==> src/rtl/bma_pkg.sv <==
`timescale 1ns / 1ps

package bma_pkg;

    // Operation codes carried on the op field.
    typedef enum logic [3:0] {
        OP_LEN      = 4'd0,
        OP_CLZ      = 4'd1,
        OP_CTZ      = 4'd2,
        OP_POPCOUNT = 4'd3,
        OP_ROTL     = 4'd4,
        OP_BITREV   = 4'd5,
        OP_BYTEREV  = 4'd6,
        OP_ADD      = 4'd7,
        OP_SUB      = 4'd8,
        OP_MUL      = 4'd9
    } op_t;

    // Field widths of the ports, fixed by the interface.
    localparam int PORT_W   = 64;
    localparam int OP_W     = 4;
    localparam int ROT_W    = 6;

    // Population count is done per byte lane of the 64-bit port word.
    localparam int LANES    = 8;
    localparam int POP_W    = 7;

    typedef logic [3:0] byte_cnt_t;
    typedef byte_cnt_t [LANES-1:0] byte_cnts_t;

endpackage

==> src/rtl/bma_bitops.sv <==
`timescale 1ns / 1ps

module bma_bitops #(
    parameter int WORD_WIDTH = 64
) (
    input  bma_pkg::op_t                     op,
    input  logic [WORD_WIDTH-1:0]            x,
    input  logic [$clog2(WORD_WIDTH)-1:0]    k,
    output logic [WORD_WIDTH-1:0]            misc_word,
    output bma_pkg::byte_cnts_t              byte_cnts
);
    import bma_pkg::*;

    localparam int CW = $clog2(WORD_WIDTH + 1);

    logic [CW-1:0]           len;
    logic [CW-1:0]           ctz;
    logic [CW-1:0]           clz;
    logic [WORD_WIDTH-1:0]   bit_rev;
    logic [PORT_W-1:0]       ext;
    logic [PORT_W-1:0]       byte_swp;
    logic [2*WORD_WIDTH-1:0] dbl;

    always_comb begin
        len = '0;
        for (int i = 0; i < WORD_WIDTH; i++) begin
            if (x[i]) begin
                len = CW'(i + 1);
            end
        end
        clz = CW'(WORD_WIDTH) - len;

        // A zero word reports the full width as its trailing-zero count.
        ctz = CW'(WORD_WIDTH);
        for (int i = WORD_WIDTH - 1; i >= 0; i--) begin
            if (x[i]) begin
                ctz = CW'(i);
            end
        end

        for (int i = 0; i < WORD_WIDTH; i++) begin
            bit_rev[i] = x[WORD_WIDTH-1-i];
        end

        // Byte reversal works on the full port word; the top bits hold the answer.
        ext = PORT_W'(x);
        for (int b = 0; b < LANES; b++) begin
            byte_swp[8*b +: 8] = ext[8*(LANES-1-b) +: 8];
        end

        dbl = {x, x} << k;

        for (int b = 0; b < LANES; b++) begin
            byte_cnts[b] = 4'($countones(ext[8*b +: 8]));
        end

        case (op)
            OP_LEN:     misc_word = WORD_WIDTH'(len);
            OP_CLZ:     misc_word = WORD_WIDTH'(clz);
            OP_CTZ:     misc_word = WORD_WIDTH'(ctz);
            OP_ROTL:    misc_word = dbl[2*WORD_WIDTH-1 -: WORD_WIDTH];
            OP_BITREV:  misc_word = bit_rev;
            OP_BYTEREV: misc_word = byte_swp[PORT_W-1 -: WORD_WIDTH];
            default:    misc_word = '0;
        endcase
    end

endmodule

==> config.mk <==
export PLATFORM = sky130hd
export DESIGN_NAME = bma_bitops
export DESIGN_NICKNAME = d
export VERILOG_FILES = /design/src/rtl/bma_pkg.sv /design/src/rtl/bma_bitops.sv
export SDC_FILE = /design/constraint.sdc
export NUM_CORES = 1
export LEC_CHECK = 0
export ABC_AREA = 1
export BUFFER_PORTS_ARGS = -buffer_cell sky130_fd_sc_hd__buf_2
export CORE_MARGIN = 2
export CORE_UTILIZATION = 42
export DETAILED_ROUTE_END_ITERATION = 10
export GPL_ROUTABILITY_DRIVEN = 0
export SYNTH_ARGS = -nofsm -noshare
export SYNTH_HDL_FRONTEND = slang
export SYNTH_SLANG_ARGS = --single-unit
==> constraint.sdc <==
create_clock -name vclk -period 13.05
set_input_delay 2.61 -clock vclk [all_inputs]
set_output_delay 2.61 -clock vclk [all_outputs]
set_load 0.03 [all_outputs]
==> results.toml <==
[logic_synthesis]
synth_top_family_by_area = "simple AND/OR/NAND/NOR gates"
synth.avg_cell_area_um2 = 5.60
synth_xor_area_frac = 0.00823
syn-instance-count = 1520
seq_area_frac_synth = 0
synthAdderAreaFrac = 0.113
synth_fp_nets = 1652
synth_warnings = 0
synth_compound_area_frac = 0.292
yosys.area_share.simple = 0.331
synth_area_mm2 = 0.00852
muxShareOfSynthArea = 0.0796
yosysUniqueCellTypes = 45

[route]
drtIter0Drc = 1220
wl_per_cell_um = 20.3
ant_nets = 0
vias = 11100
drcViolationCount = 0
wirelength_um = 38000
dr.pass1.iters = 6
viasPerCell = 5.93

[timing]
tns_ns = 0
setup_violations = 0
finalCritPeriodShare = 0.748
fmax_mhz = 102
relSlewSlack = 0.137
hold_viol = 0
hold_slack_ns = 5.65
worst_slew_pin_slew_ns = 1.29
rsz0062_at_grt = "no"
period_minus_slack_ns = 9.77
finalMaxSlewViolations = 0

[cts]
ctsHoldBuffers = 0
post_cts_buffers = 0
post_cts_resized = 0

[global_route]
grt_use_met1 = 0.471
grt_pass1_wl_um = 57800
grt_util_met3 = 0.0375
grt_pass1_vias = 9808
track_usage = 0.342
gr-max-usage-layer = "met2"
antenna_found_initial = 1
met2_usage = 0.546
grt_max_degree = 129
grt-ovfl-total = 0

[run]
drv_cap = 0

[floorplan]
boundaryPins = 170
start_util = 0.425
fp-row-count = 52
core-area_mm2 = 0.0200
die_area_mm2 = 0.0214
die_y_um = 146
fp.dieW_um = 146

[layout]
final_cell_mix = "382 x nand2_1, 167 x buf_2, 145 x inv_1, 142 x o21ai_1, 111 x nor2_1"
regArea_um2 = 0
instances_no_fill = 1871
n_antenna_cell = 0
nClkBuffers = 0
area_delta_synth_final_pct = 10.4
nets = 1735
final_common_cell = "nand2_1"
drive_gt1_frac = 0.165
seq_cells = 0

[setup_path]
cp.required_ns = 10.44
cp_max_fo = 6
cpPeakStageDelay_ns = 0.23
arrival_ns = 7.16
cpMaxStageDelayCell = "a211o_1"
critPathLaunchType = "primary input"
endpoint_kind = "primary output"
cp_common_cell = "nand2_1"
crit_start = "x[1]"
worstSetupPathType = "primary input to primary output"

[place]
numPortBuffers = 170
hpwl_um = 30900
dp.cells = 1871

[power_and_ir_drop]
power.leakage_nw = 4.75
fin_total_pwr_mw = 0.566
power.density_mw_per_mm2 = 60.2
ir_drop_uv = 69.1

[min_path]
min-delay-start = "x[42]"
hold_class = "primary input to primary output"

[status]
status = "finished, final reports clean"
==> synth_stat cells, types with 26 or more instances <==
library cell	instances	share of area
inv_2	29	0.013
nor2_1	111	0.049
o21ai_1	142	0.083
nand3_1	65	0.038
mux2i_1	61	0.072
o221ai_1	59	0.061
fa_1	32	0.075
inv_1	146	0.064
clkbuf_1	73	0.032
nand2_1	384	0.17
a21oi_1	68	0.040
or2_1	55	0.040
o21ai_0	78	0.046
o211ai_1	46	0.041
ha_1	26	0.038
==> report_power, final <==
group	internal [mW]	switching, mW
combinational	0.178	0.387
clock	0	0
sequential	0	0
==> final cells by class <==
class	instances	area (um^2)
fill	2333	10600
multi-input combinational	1213	7030
inverter	212	1130
timing repair buffer	176	903
tap	270	338
==> kinds of logic after synthesis <==
group           Yosys count
fa+ha+maj                58
mux                      67
xor+xnor                  8
simple gates            663
compound gates          417
buf+inv                 307
==> final timing paths <==
check,to,cells after the start,slack (ns)
worst max-delay path,misc_word[4],70,3.28
worst min-delay path,byte_cnts[20],3,5.65
==> metal layers <==
| layer | part of all wire | vias up |
|---|---|---|
| li1 | - | 5276 |
| met1 | 0.41 | 5088 |
| met2 | 0.44 | 629 |
| met3 | 0.096 | 98 |
| met4 | 0.053 | 2 |
| met5 | 0.00034 | - |
==> worst max-delay path: cells and delay by family <==
family,cells,cell delay (ns)
adder cells (fa/ha/maj),2,0.34
AO/OA/AOI/OAI,4,0.50
buffers and inverters,6,0.57
AND/OR/NAND/NOR,58,3.13
==> metrics by stage <==
step | utilization | worst slack (ns) | instance area, um^2
2_1_floorplan | - | 4.12 | 8520
3_3_place_gp | 0.469 | 3.41 | 9400
3_5_place_dp | 0.469 | 3.38 | 9400
4_1_cts | 0.469 | 3.35 | 9400
5_1_grt | 0.469 | 2.55 | 9400
6_report | 0.469 | 3.28 | 9400
Power figures use the tool's default switching activity.
